===== config.mk =====
export PLATFORM = sky130hd
export DESIGN_NAME = calibrated_moving_average_anomaly
export DESIGN_NICKNAME = d
export VERILOG_FILES = /design/src/rtl/cmaa_pkg.sv /design/src/rtl/calibrated_moving_average_anomaly.sv
export SDC_FILE = /design/constraint.sdc
export NUM_CORES = 1
export LEC_CHECK = 0
export BUFFER_PORTS_ARGS = -buffer_cell sky130_fd_sc_hd__clkbuf_2
export CAP_MARGIN = 40
export CORE_MARGIN = 2
export CORE_UTILIZATION = 50
export DETAILED_ROUTE_END_ITERATION = 8
export PLACE_DENSITY = 0.75
export SETUP_SLACK_MARGIN = 0.05
export SYNTH_ARGS = -nofsm -noshare
export SYNTH_HDL_FRONTEND = slang
export SYNTH_SLANG_ARGS = --single-unit

===== constraint.sdc =====
create_clock -name clk -period 7 [get_ports clk]
set_input_delay 1.05 -clock clk [delete_from_list [all_inputs] [get_ports clk]]
set_output_delay 1.05 -clock clk [all_outputs]
set_load 0.01 [all_outputs]

===== src/rtl/cmaa_pkg.sv =====
// Shared constants for the calibrated moving-average anomaly detector.
// Holds the field widths, register reset values and register index codes.
// No dependencies.
package cmaa_pkg;

  localparam int DATA_W = 16;
  localparam int CFG_IDX_W = 2;

  localparam int DEFAULT_WINDOW_DEPTH = 10;

  localparam logic [DATA_W-1:0] GAIN_RESET      = 16'd16712;
  localparam logic [DATA_W-1:0] OFFSET_RESET    = 16'hFFB3;
  localparam logic [DATA_W-1:0] THRESHOLD_RESET = 16'd1280;

  localparam logic [CFG_IDX_W-1:0] REG_GAIN      = 2'd0;
  localparam logic [CFG_IDX_W-1:0] REG_OFFSET    = 2'd1;
  localparam logic [CFG_IDX_W-1:0] REG_THRESHOLD = 2'd2;

endpackage


===== src/rtl/calibrated_moving_average_anomaly.sv =====
// Calibrated moving-average anomaly detector, top level.
// Depends on cmaa_pkg for widths, reset values and register index codes.
//
// Each raw Q8.8 sample is calibrated (gain times raw plus offset, rounded and
// saturated), compared against the mean of the previously stored samples, and
// then pushed into a ring of WINDOW_DEPTH entries. The block works on one
// sample at a time: each passes through the multiply, calibrate, divide and
// finish states, and the divide state is skipped while the ring is still
// empty. The result register is loaded on leaving the finish state, and the
// next sample is accepted once the block is back in idle. The restoring
// divider produces one quotient bit per cycle over the width of the running
// sum (SUM_W bits, 20 at the default depth of 10). A result waits in the
// output register until it is taken; a finished sample holds until the
// previous result has left.
module calibrated_moving_average_anomaly #(
  parameter int WINDOW_DEPTH = cmaa_pkg::DEFAULT_WINDOW_DEPTH
) (
  input  logic                                clk,
  input  logic                                rst_n,
  input  logic                                cfg_we,
  input  logic [cmaa_pkg::CFG_IDX_W-1:0]      cfg_index,
  input  logic [cmaa_pkg::DATA_W-1:0]         cfg_data,
  input  logic                                in_valid,
  output logic                                in_ready,
  input  logic signed [cmaa_pkg::DATA_W-1:0]  in_raw_sample,
  output logic                                out_valid,
  input  logic                                out_ready,
  output logic signed [cmaa_pkg::DATA_W-1:0]  out_cal_sample,
  output logic signed [cmaa_pkg::DATA_W-1:0]  out_window_average,
  output logic                                out_anomaly_flag
);
  import cmaa_pkg::*;

  localparam int POS_W  = (WINDOW_DEPTH > 1) ? $clog2(WINDOW_DEPTH) : 1;
  localparam int CNT_W  = $clog2(WINDOW_DEPTH + 1);
  localparam int SUM_W  = DATA_W + $clog2(WINDOW_DEPTH);
  localparam int ITER_W = $clog2(SUM_W);
  localparam int PROD_W = 2 * DATA_W + 1;

  localparam logic [POS_W-1:0]  POS_LAST  = POS_W'(WINDOW_DEPTH - 1);
  localparam logic [CNT_W-1:0]  CNT_FULL  = CNT_W'(WINDOW_DEPTH);
  localparam logic [ITER_W-1:0] ITER_LAST = ITER_W'(SUM_W - 1);

  localparam logic [2:0] S_IDLE = 3'd0;
  localparam logic [2:0] S_MUL  = 3'd1;
  localparam logic [2:0] S_CAL  = 3'd2;
  localparam logic [2:0] S_DIV  = 3'd3;
  localparam logic [2:0] S_FIN  = 3'd4;

  // Configuration registers
  logic [DATA_W-1:0]        gain_r;
  logic signed [DATA_W-1:0] offset_r;
  logic [DATA_W-1:0]        threshold_r;

  // Window state
  logic signed [DATA_W-1:0] store_mem [WINDOW_DEPTH];
  logic [POS_W-1:0]         pos_r;
  logic                     full_r;
  logic signed [SUM_W-1:0]  sum_r;

  // Sequencer and datapath
  logic [2:0]               state_r, state_nxt;
  logic signed [DATA_W-1:0] raw_r;
  logic signed [PROD_W-1:0] prod_r;
  logic signed [DATA_W-1:0] old_r;
  logic signed [DATA_W-1:0] cal_r;
  logic [CNT_W-1:0]         count_r;
  logic [SUM_W-1:0]         quo_r;
  logic [CNT_W-1:0]         rem_r;
  logic                     neg_r;
  logic [ITER_W-1:0]        iter_r;

  // Result register
  logic                     out_valid_r;
  logic signed [DATA_W-1:0] out_cal_r;
  logic signed [DATA_W-1:0] out_avg_r;
  logic                     out_flag_r;

  // Combinational helpers
  logic [CNT_W-1:0]         count_now;
  logic signed [PROD_W-1:0] rnd;
  logic signed [PROD_W-15:0] shf;
  logic signed [PROD_W-14:0] cal_wide;
  logic signed [DATA_W-1:0] cal_sat;
  logic [SUM_W-1:0]         sum_abs;
  logic [CNT_W:0]           rem_sh;
  logic                     q_bit;
  logic [CNT_W-1:0]         rem_nxt;
  logic [SUM_W-1:0]         quo_signed;
  logic signed [DATA_W-1:0] mean;
  logic signed [DATA_W:0]   diff;
  logic [DATA_W:0]          diff_abs;
  logic                     flag;
  logic signed [SUM_W-1:0]  sum_nxt;
  logic                     slot_free;
  logic                     finish;

  assign in_ready           = (state_r == S_IDLE);
  assign out_valid          = out_valid_r;
  assign out_cal_sample     = out_cal_r;
  assign out_window_average = out_avg_r;
  assign out_anomaly_flag   = out_flag_r;

  assign count_now = full_r ? CNT_FULL : CNT_W'(pos_r);

  // Round the Q10.22 product to Q8.8 (halves toward +infinity), add offset.
  // The product magnitude stays below 2^31, so the rounding add cannot overflow.
  assign rnd      = prod_r + PROD_W'(8192);
  assign shf      = rnd[PROD_W-1:14];
  assign cal_wide = {shf[PROD_W-15], shf} + (PROD_W-13)'(offset_r);

  always_comb begin
    if (cal_wide > (PROD_W-13)'(32767)) begin
      cal_sat = 16'sh7FFF;
    end else if (cal_wide < -(PROD_W-13)'(32768)) begin
      cal_sat = -16'sh8000;
    end else begin
      cal_sat = cal_wide[DATA_W-1:0];
    end
  end

  assign sum_abs = sum_r[SUM_W-1] ? SUM_W'(-sum_r) : SUM_W'(sum_r);

  // One restoring-division step per cycle.
  assign rem_sh  = {rem_r, quo_r[SUM_W-1]};
  assign q_bit   = (rem_sh >= {1'b0, count_r});
  assign rem_nxt = q_bit ? CNT_W'(rem_sh - {1'b0, count_r}) : rem_sh[CNT_W-1:0];

  // The quotient magnitude is at most 32768, so the low bits carry the mean.
  assign quo_signed = neg_r ? SUM_W'(-quo_r) : quo_r;
  assign mean       = quo_signed[DATA_W-1:0];

  assign diff     = {cal_r[DATA_W-1], cal_r} - {mean[DATA_W-1], mean};
  assign diff_abs = diff[DATA_W] ? (DATA_W+1)'(-diff) : (DATA_W+1)'(diff);
  assign flag     = full_r && (diff_abs > {1'b0, threshold_r});

  assign sum_nxt = sum_r + SUM_W'(cal_r) - (full_r ? SUM_W'(old_r) : SUM_W'(0));

  assign slot_free = !out_valid_r || out_ready;
  assign finish    = (state_r == S_FIN) && slot_free;

  always_comb begin
    state_nxt = state_r;
    unique case (state_r)
      S_IDLE: begin
        if (in_valid) state_nxt = S_MUL;
      end
      S_MUL: state_nxt = S_CAL;
      S_CAL: state_nxt = (count_r == '0) ? S_FIN : S_DIV;
      S_DIV: begin
        if (iter_r == '0) state_nxt = S_FIN;
      end
      S_FIN: begin
        if (slot_free) state_nxt = S_IDLE;
      end
      default: state_nxt = S_IDLE;
    endcase
  end

  always_ff @(posedge clk) begin
    if (!rst_n) begin
      gain_r      <= GAIN_RESET;
      offset_r    <= OFFSET_RESET;
      threshold_r <= THRESHOLD_RESET;
    end else if (cfg_we) begin
      unique case (cfg_index)
        REG_GAIN:      gain_r      <= cfg_data;
        REG_OFFSET:    offset_r    <= cfg_data;
        REG_THRESHOLD: threshold_r <= cfg_data;
        default: ;
      endcase
    end
  end

  always_ff @(posedge clk) begin
    if (!rst_n) begin
      state_r     <= S_IDLE;
      pos_r       <= '0;
      full_r      <= 1'b0;
      sum_r       <= '0;
      out_valid_r <= 1'b0;
    end else begin
      state_r     <= state_nxt;
      out_valid_r <= finish || (out_valid_r && !out_ready);
      if (finish) begin
        sum_r <= sum_nxt;
        if (pos_r == POS_LAST) begin
          pos_r  <= '0;
          full_r <= 1'b1;
        end else begin
          pos_r <= pos_r + POS_W'(1);
        end
      end
    end
  end

  // Datapath registers; none of these need a reset.
  always_ff @(posedge clk) begin
    if (in_valid && in_ready) begin
      raw_r <= in_raw_sample;
    end
    if (state_r == S_MUL) begin
      prod_r  <= PROD_W'($signed({1'b0, gain_r})) * PROD_W'(raw_r);
      old_r   <= store_mem[pos_r];
      count_r <= count_now;
    end
    if (state_r == S_CAL) begin
      cal_r  <= cal_sat;
      rem_r  <= '0;
      iter_r <= ITER_LAST;
      if (count_r == '0) begin
        quo_r <= '0;
        neg_r <= 1'b0;
      end else begin
        quo_r <= sum_abs;
        neg_r <= sum_r[SUM_W-1];
      end
    end
    if (state_r == S_DIV) begin
      rem_r  <= rem_nxt;
      quo_r  <= {quo_r[SUM_W-2:0], q_bit};
      iter_r <= iter_r - ITER_W'(1);
    end
    if (finish) begin
      store_mem[pos_r] <= cal_r;
      out_cal_r        <= cal_r;
      out_avg_r        <= mean;
      out_flag_r       <= flag;
    end
  end

endmodule


Word level (Yosys, flattened, before mapping)
Memories as Yosys holds them, arrays and structs flattened. A register that Yosys moved wholly into a read port is not among the register bits. Cells that the tools add are included.

Register bits after elaboration: 209. RAM bits: 160. Input bits: 39. Output and inout port bits: 35. Logic and storage cells: 85. Memories: 1.

Add/sub/neg operators: 11. Multiply operators: 1. Magnitude comparators: 4. Equal/unequal tests: 10. Multiplexer cells: 21. Reductions and logical operators: 18.

Memories: store_mem (depth 10, bits a word 16, rd ports 1, clocked after memory_dff 1, write ports 1, line calibrated_moving_average_anomaly.sv:56) `logic signed [DATA_W-1:0] store_mem [WINDOW_DEPTH];`.

Operator list (count): two-way mux 20 bit (5); adder 33 x 15 -> 33 bit (second input constant) (1); multiplier 17 x 16 -> 33 bit (1); two-way mux 16 bit (2); adder 19 x 16 -> 20 bit (1); adder 20 x 16 -> 20 bit (1); greater-than comparator 20 x 16 -> 1 bit (second input constant) (1); less-than comparator 20 x 16 -> 1 bit (second input constant) (1); negator 20 bit (1); subtractor 20 bit (1); greater-than comparator 17 x 16 -> 1 bit (1); two-way mux 17 bit (1); negator 17 bit (1); subtractor 16 x 16 -> 17 bit (1); two-way mux 4 bit (4); negator 16 bit (1); case mux 3 bit (5 select lines) (1); two-way mux 3 bit (4); two-way mux 5 bit (2); AND reduction 2 bit (4); equality test 3 x 2 -> 1 bit (second input constant) (2); inequality test 2 bit (second input constant) (3); greater-or-equal comparator 5 x 4 -> 1 bit (1); zero test 5 bit (1); other kinds (17) (23).

Logic depth before layout (Yosys ltp)
Gate-level depths: netlist of the first run.

Depth after elaboration: 7. Gate-level depth with buffers: 29. Depth with buffers taken out: 28.

Least setup slack after synthesis of the first run
No wires, ideal clock.

Path kind: register to register. From: register gain_r[13]. To: register prod_r[32], data pin. Setup time: 0.167 ns. Arrival: 6.182 ns. Required time: 6.833 ns. Slack: 0.651 ns. Cell stages (with the launch flop): 27. Buffers on the path: 2. Clock period less this slack: 6.349 ns. Cell sequence: dfxtp_1 -> clkbuf_1 -> clkbuf_1 -> nand2_1 -> fa_1 -> inv_1 -> fa_1 -> inv_1 -> fa_1 -> inv_1 -> fa_1 -> fa_1 -> inv_1 -> fa_1 -> inv_1 -> ha_1 -> a21o_1 -> a21o_1 -> a21o_1 -> a21oi_1 -> o21ai_0 -> a41oi_1 -> o31ai_1 -> a22o_1 -> o21ai_0 -> nor2_1 -> a211oi_1.

Word-level cells in the longest chain between the ends: 1.

Ends and longest elaborated chain: from (decl) (line calibrated_moving_average_anomaly.sv:51) `logic [DATA_W-1:0] gain_r;`; from (signal assigned) (line calibrated_moving_average_anomaly.sv:167) `REG_GAIN: gain_r <= cfg_data;`; multiplier 17 x 16 -> 33 bit (line calibrated_moving_average_anomaly.sv:203) `prod_r <= PROD_W'($signed({1'b0, gain_r})) * PROD_W'(raw_r);`; to (signal assigned) (line calibrated_moving_average_anomaly.sv:203); to (decl) (line calibrated_moving_average_anomaly.sv:64) `logic signed [PROD_W-1:0] prod_r;`.

No other way between the ends. A chain may end at the register's enable or synchronous reset.

Worst setup path in the final report of the first run
From: register raw_r[8]. To: register prod_r[32], data pin.

Word-level cells in the longest chain between the ends: 1.

Ends and longest elaborated chain: from (decl) (line calibrated_moving_average_anomaly.sv:63) `logic signed [DATA_W-1:0] raw_r;`; from (signal assigned) (line calibrated_moving_average_anomaly.sv:200) `raw_r <= in_raw_sample;`; multiplier 17 x 16 -> 33 bit (line calibrated_moving_average_anomaly.sv:203).

No other way between the ends.

==> impl_results.md, run 1 <==
- Data required time at the worst endpoint: 7.39 ns
- Combinational share of power: 0.412
- Maximum number of pins on one net before global-route repair: 54
- Mux contribution to synthesized area: 0.0338
- Hold Path Cell Cnt: 2
- Horizontal die dimension: 237 um
- Fin Clk Skew: 0.0218 ns
- Net switching component of the power: 3030 uW
- Top_reg_cell synth: sky130_fd_sc_hd__edfxtp_1
- Final cell count without fillers: 3359
- FF+latch count, synth: 372
- WL final: around 63000 um
- Via count of the routed design: ~19000
- # rows: 85
- Global-route wire length before repair: ~100000 um
- Register-to-Register Path Depth: 24
- Count of port buffers added during placement: 73
- Seq pwr share: 0.333
- Maximum level of the CTS H-tree: 2
- Worst r2r src: raw_r[8]
- Largest cells by area after synthesis: sky130_fd_sc_hd__edfxtp_1, sky130_fd_sc_hd__fa_1, sky130_fd_sc_hd__ha_1
- Area share of fa/ha/maj cells after synthesis: 0.249
- Clock tree from TritonCTS: built
- Actual slew at the worst max-slew pin: between 0.8 and 0.9 ns
- Fill cell instance count of the final layout: 4412
- Root Buffer: sky130_fd_sc_hd__clkbuf_16
- Synthesized area divided by synthesized cell count: 10.6 um2
- Global router's overall resource usage: 0.230
- Outcome: complete, no violations
- Switch share: 0.359
- P_leak: 0.0124 uW
- DRT antenna net count: 0
- Accumulated negative setup slack: 0 ns
- Cell count after synthesis: 2550
- Cell Int Power: 5400 uW
- Starting Density: 0.504
- Count of warnings emitted by yosys: 0
- Compound-gate portion of the synthesized area: 0.0846
- Drt initial violations: 1399
- Final worst path period need: approximately 6.6 ns
- Start point of the worst hold path: threshold_r[7]
- Register-to-Register Setup Slack: 0.39 ns
- Area growth from synthesis to layout: 10.2%
- Number of global-route vias before repair: 19243
- Total die area: 56000 um2
- Number of flops mapped to enable cells by yosys: 295
- Setup repair after global routing missed its margin: no
- Number of buffers on the longest clock path: 3
- Most area-hungry cell type in the Yosys netlist: sky130_fd_sc_hd__edfxtp_1
- Count of cell types in the netlist: 80
- Class of the most critical setup path: reg -> reg
- PwrDens: roughly 280 nW/um2
- Hold bufs inserted after CTS: 0
- Most common cell in the netlist: sky130_fd_sc_hd__inv_1
- Number of violations of the max-capacitance limit: 0
- Cells after DPL: between 3000 and 4000
- Antenna diode count: 0
- Number of antenna violations at the first check in global routing: 0
- Standard cell core area: about 54000 um2
- Synth cell count leaders: sky130_fd_sc_hd__inv_1, sky130_fd_sc_hd__nand2_1, sky130_fd_sc_hd__edfxtp_1, sky130_fd_sc_hd__fa_1, sky130_fd_sc_hd__ha_1
- Top-level port count: 74
- CTS buffer count: 39
- Relative contribution of the clock network to total power: 0.255
- Vias/cell: approximately 5.6
- F_max: 151 MHz
- Xor/xnor share of the synthesized area: 0.0422
- Post-Syn Area: 27100 um2
- Type of origin of the critical path: register
- Tightest slew margin relative to the limit: 0.448
- Data arrival time of the worst path: about 7 ns
- Placer's final routability congestion estimate: ~0.93
- Number of clock sinks seen by CTS: between 300 and 400
- Net count reported at finish: roughly 3100
- HPWL reported at the end of detailed placement: 48100 um
- Final Slew Violations: 0
- Detailed-routing iteration count for the pre-antenna-repair pass: 5
- Endpoint of the worst hold-timing path: threshold_r[7]
- Average routed wire per standard cell: 18.8 um
- Final setup vio count: 0
- Maximum VDD drop: between 0.0002 and 0.0003 V
- Count of unresolved DRC violations after routing: 0
- Hold Fails Final Rpt: 0
- Element type at the critical path end: register
- Clock-pin slew on the worst setup and hold paths: about 0.06 ns
- Critical path fanouts, max: 16
- Largest family of logic cells by synthesized area: adder cells
- Share of synthesized registers carrying an async set or reset: 0
- Final worst-path cycle share: 0.945
- Total gr overflow: 0
- Height of the die: approximately 240 um
- Synthesized-area fraction occupied by and/or/nand/nor cells: 0.137
- Worst flop-to-flop path endpoint: prod_r[32]
- Worst-Skew Late Latency: 0.58 ns
- Number of nets in the synthesized netlist: 2997
- Share of the synthesized area in the top cell type: 0.327
- Sequential area share after synthesis: 0.384
- Share of cells above drive strength 1: 0.103
- HP Class: reg -> reg
[how the worst max path moves through the flow]
stage / from / endpoint / slack [ns] / cells after the start
after detailed placement: raw_r[6] / prod_r[32] / 0.29 / 24
after global routing: raw_r[6] / prod_r[32] / 0.04 / 24
after floorplan: gain_r[13] / prod_r[32] / 0.65 / 26
after CTS: raw_r[4] / prod_r[32] / 0.27 / 25
final: raw_r[8] / prod_r[32] / 0.39 / 24
after global placement: raw_r[4] / prod_r[32] / 0.41 / 25
[layout by cell type, fill, tap and decap left out, types with 58 or more instances in the layout]
cell                       count
sky130_fd_sc_hd__inv_1       397
sky130_fd_sc_hd__nand2_1     300
sky130_fd_sc_hd__edfxtp_1    295
sky130_fd_sc_hd__fa_1        215
sky130_fd_sc_hd__ha_1        193
sky130_fd_sc_hd__and2_1      142
sky130_fd_sc_hd__a21oi_1     116
sky130_fd_sc_hd__xnor2_1      94
sky130_fd_sc_hd__nor2_1       86
sky130_fd_sc_hd__clkbuf_2     75
sky130_fd_sc_hd__dfxtp_1      75
sky130_fd_sc_hd__o21ai_0      69
sky130_fd_sc_hd__buf_4        58
[state kept, by name, summed over array words and instances (netlist names)]
register,count
out_cal_sample,16
quo_r,20
pos_r,4
cal_r,16
sum_r,20
full_r,1
out_valid,1
raw_r,16
count_r,4
offset_r,16
out_window_average,16
old_r,16
iter_r,5
rem_r,4
gain_r,16
neg_r,1
prod_r,20
store_mem,160
state_r,3
out_anomaly_flag,1
threshold_r,16
[timing repair]
action | CTS | global route
buffers inserted | 0 | 1
gates resized for setup | 0 | 3
setup endpoints to repair | 0 | 5
[metrics by stage]
stage	util	instance area, um2	hold WS (ns)	power (uW)	setup slack [ns]
after floorplan	-	27100	0.436	5430	0.651
after global routing	0.555	29800	0.482	9020	0.0381
after CTS	0.555	29800	0.458	8430	0.275
after detailed placement	0.530	28500	0.449	6260	0.294
final	0.555	29800	0.460	8430	0.386
after global placement	0.529	28400	0.444	6130	0.412
[worst max-delay path, stage by stage, from the launching register on]
cell                       delay [ns]
sky130_fd_sc_hd__edfxtp_1        0.75
sky130_fd_sc_hd__nand2_1         0.16
sky130_fd_sc_hd__fa_1            0.53
sky130_fd_sc_hd__inv_1           0.05
sky130_fd_sc_hd__fa_1            0.48
sky130_fd_sc_hd__fa_1            0.59
sky130_fd_sc_hd__fa_1            0.44
sky130_fd_sc_hd__fa_1            0.49
sky130_fd_sc_hd__inv_1           0.05
sky130_fd_sc_hd__fa_1            0.47
sky130_fd_sc_hd__inv_1           0.04
sky130_fd_sc_hd__ha_1            0.32
sky130_fd_sc_hd__a21o_1          0.18
sky130_fd_sc_hd__a21o_1          0.17
sky130_fd_sc_hd__a21o_1          0.18
sky130_fd_sc_hd__a21oi_1         0.14
sky130_fd_sc_hd__o21ai_0         0.12
sky130_fd_sc_hd__a41oi_2         0.22
sky130_fd_sc_hd__buf_4           0.18
sky130_fd_sc_hd__o31ai_2         0.08
sky130_fd_sc_hd__a22o_1          0.24
sky130_fd_sc_hd__o21ai_0         0.18
sky130_fd_sc_hd__buf_4           0.15
sky130_fd_sc_hd__nor2_1          0.04
sky130_fd_sc_hd__a211oi_1        0.17
[power by group through the flow]
stage          Combinational (uW)  Sequential (uW)  Clock, uW
3_5_place_dp                 3410             2850          0
4_1_cts                      3450             2810       2170
2_1_floorplan                2660             2770          0
3_3_place_gp                 3290             2850          0
6_report                     3470             2810       2150
5_1_grt                      3940             2820       2260
[area by class of cell]
class,count,area [um2],area share
clock buffer,50,1090,0.0367
clock inverter,22,244,0.00818
inverter,401,1510,0.0505
multi-input combinational,1683,14800,0.498
sequential,372,10400,0.349
tap,696,871,0.0292
timing repair buffer,135,866,0.0290
[routing by layer]
layer	global-route usage	wire, um
met5	0	0
met1	0.305	26300
met2	0.375	29700
met4	0.0871	2310
met3	0.0445	4840
[logic make-up (layout without fill, tap and decap cells)]
kind of cell | Yosys count | in the layout
fa+ha+maj | 411 | 411
xor+xnor | 127 | 127
simple gates | 743 | 743
flops | 372 | 372
compound gates | 351 | 351
mux | 51 | 51
buf+inv | 495 | 608
Power figures use the tool's default switching activity.
==> run 2, diff against run 1 <==
MAX_ROUTING_LAYER = met4   (was unset)
==> impl_results.md, run 2 (same netlist as run 1, synthesis figures left out) <==
- Height of the die: 237 um
- Global-route wire length before repair: 101000 um
- Starting Density: 0.504
- Worst setup slack after layout: approximately 0.36 ns
- Flip-flop count of the largest register after layout: 160
- PwrDens: around 290 nW/um2
- Share of cells above drive strength 1: 0.104
- Relative contribution of the clock network to total power: 0.268
- Total die area: 56000 um2
- Detailed-routing iteration count for the pre-antenna-repair pass: 5
- Outcome: complete, no violations
- Endpoint of the worst hold-timing path: threshold_r[12]
- Fin Clk Skew: 0.0349 ns
- Clock-pin slew on the worst setup and hold paths: 0.06 ns
- Sum of met3 wire segment lengths after detailed routing: 4740 um
- Number of violations of the max-capacitance limit: 0
- Via count of the routed design: 18881
- Max layer used: met4
- Worst-Skew Late Latency: 0.58 ns
- Start point of the worst hold path: threshold_r[12]
- Cell Int Power: between 5000 and 6000 uW
- HPWL reported at the end of detailed placement: 48000 um
- Global router's overall resource usage: 0.237
- DRT antenna net count: 0
- Worst r2r src: raw_r[4]
- Leading cell types in the layout, fill and taps excluded: sky130_fd_sc_hd__inv_1, sky130_fd_sc_hd__nand2_1, sky130_fd_sc_hd__edfxtp_1
- Element type at the critical path end: register
- Horizontal die dimension: 237 um
- WL final: 63300 um
- Tightest slew margin relative to the limit: 0.436
- Register-to-Register Path Depth: 25
- Worst flop-to-flop path endpoint: prod_r[32]
- Standard cell core area: 53700 um2
- # rows: 85
- Leading cell type in the layout, fill and taps excluded: sky130_fd_sc_hd__inv_1
- Number of antenna violations at the first check in global routing: 0
- Final setup vio count: 0
- Vias/cell: 5.61
- Net switching component of the power: 3040 uW
- Top-level port count: 74
- Count of port buffers added during placement: 73
- Number of clock sinks seen by CTS: approximately 370
- Switch share: 0.355
- Hold Fails Final Rpt: 0
- Met2 routed wirelength: 30300 um
- Worst setup slack before clock tree synthesis: 0.215 ns
- Combinational share of power: 0.405
- Count of unresolved DRC violations after routing: 0
- Setup repair after global routing missed its margin: no
- Total gr overflow: 0
- Net count reported at finish: 3082
- Actual slew at the worst max-slew pin: 0.845 ns
- Maximum VDD drop: just over 0.0002 V
- Final worst-path cycle share: 0.949
- Register-to-Register Setup Slack: 0.36 ns
- Maximum number of pins on one net before global-route repair: 54
- Drt initial violations: 1518
- Accumulated negative setup slack: 0 ns
- Placer's final routability congestion estimate: 0.955
- Number of buffers on the longest clock path: 3
- Final Slew Violations: 0
- Data required time at the worst endpoint: 7.31 ns
- Largest register by flop count: store_mem
- Type of origin of the critical path: register
- CTS buffer count: 41
- Maximum level of the CTS H-tree: 2
- Fill cell instance count of the final layout: ~4500
- HP Class: reg -> reg
- Class of the most critical setup path: reg -> reg
- Area growth from synthesis to layout: 10.5%
- Seq pwr share: 0.327
- Length of routed wiring on met1: between 20000 and 30000 um
- F_max: 151 MHz
- Data arrival time of the worst path: 6.96 ns
- Number of global-route vias before repair: 19187
- Critical path fanouts, max: 6
- Hold Path Cell Cnt: 2
- Final worst path period need: roughly 6.6 ns
- P_leak: approximately 0.012 uW
- Antenna diode count: 0
- Average routed wire per standard cell: 18.8 um
- Root Buffer: sky130_fd_sc_hd__clkbuf_16
- Clock tree from TritonCTS: built
run 2: repair_timing:
item / 4_1_cts / 5_1_grt
setup buffers: 0 / 2
gates resized for setup: 0 / 1
hold buffers: 0 / 0
setup endpoints to repair: 0 / 2
run 2: power groups by stage:
stage	logic (uW)	registers (uW)	clock network, uW
2_1_floorplan	2660	2770	0
3_3_place_gp	3290	2840	0
3_5_place_dp	3420	2850	0
4_1_cts	3470	2810	2320
5_1_grt	3950	2820	2400
6_report	3480	2810	2300
run 2: worst max-delay path, cell delays in order, from the launching register on:
cell and delay, ns:
sky130_fd_sc_hd__edfxtp_1 0.45, sky130_fd_sc_hd__and2_1 0.21, sky130_fd_sc_hd__fa_1 0.54, sky130_fd_sc_hd__inv_1 0.05, sky130_fd_sc_hd__fa_1 0.46, sky130_fd_sc_hd__fa_1 0.50, sky130_fd_sc_hd__fa_1 0.55, sky130_fd_sc_hd__inv_1 0.06
sky130_fd_sc_hd__fa_1 0.53, sky130_fd_sc_hd__inv_1 0.06, sky130_fd_sc_hd__fa_1 0.53, sky130_fd_sc_hd__inv_1 0.05, sky130_fd_sc_hd__ha_1 0.27, sky130_fd_sc_hd__o21a_1 0.12, sky130_fd_sc_hd__o21ai_0 0.07, sky130_fd_sc_hd__nand2b_1 0.10
sky130_fd_sc_hd__a21boi_0 0.23, sky130_fd_sc_hd__a41o_1 0.22, sky130_fd_sc_hd__a41oi_2 0.17, sky130_fd_sc_hd__buf_4 0.19, sky130_fd_sc_hd__o31ai_1 0.38, sky130_fd_sc_hd__a22o_1 0.28, sky130_fd_sc_hd__o21ai_0 0.11, sky130_fd_sc_hd__buf_4 0.15
sky130_fd_sc_hd__nor2_1 0.09, sky130_fd_sc_hd__a211oi_1 0.05
run 2: worst max-delay path by stage:
stage / endpoint / start / slack [ns]
5_1_grt: prod_r[32] / raw_r[8] / 0.05
3_3_place_gp: prod_r[31] / raw_r[6] / 0.38
6_report: prod_r[32] / raw_r[4] / 0.36
3_5_place_dp: prod_r[31] / raw_r[6] / 0.21
4_1_cts: prod_r[32] / raw_r[6] / 0.28
2_1_floorplan: prod_r[32] / gain_r[13] / 0.65
run 2: metrics by stage:
step	util	hold WS [ns]	cell area, um2	power (uW)	std cells
finish	0.557	0.459	29900	8580	3364
global placement	0.529	0.444	28400	6130	3281
floorplan	-	0.436	27100	5430	2550
global route	0.557	0.481	29900	9180	3364
CTS	0.557	0.456	29900	8600	3362
detailed placement	0.530	0.449	28400	6280	3286
run 2: final cells by class:
type,instances,area (um2),area share
multi-input combinational,1683,14800,0.496
sequential,372,10400,0.348
inverter,401,1510,0.0503
clock buffer,47,1070,0.0357
tap,696,871,0.0291
timing repair buffer,136,862,0.0288
clock inverter,29,372,0.0124
run 2: routing by layer:
metal / track usage / up-vias
li1: - / 8701
met1: 0.310 / 9333
met2: 0.389 / 727
met3: 0.0312 / 120
met4: 0.0692 / 0
met5: - / -
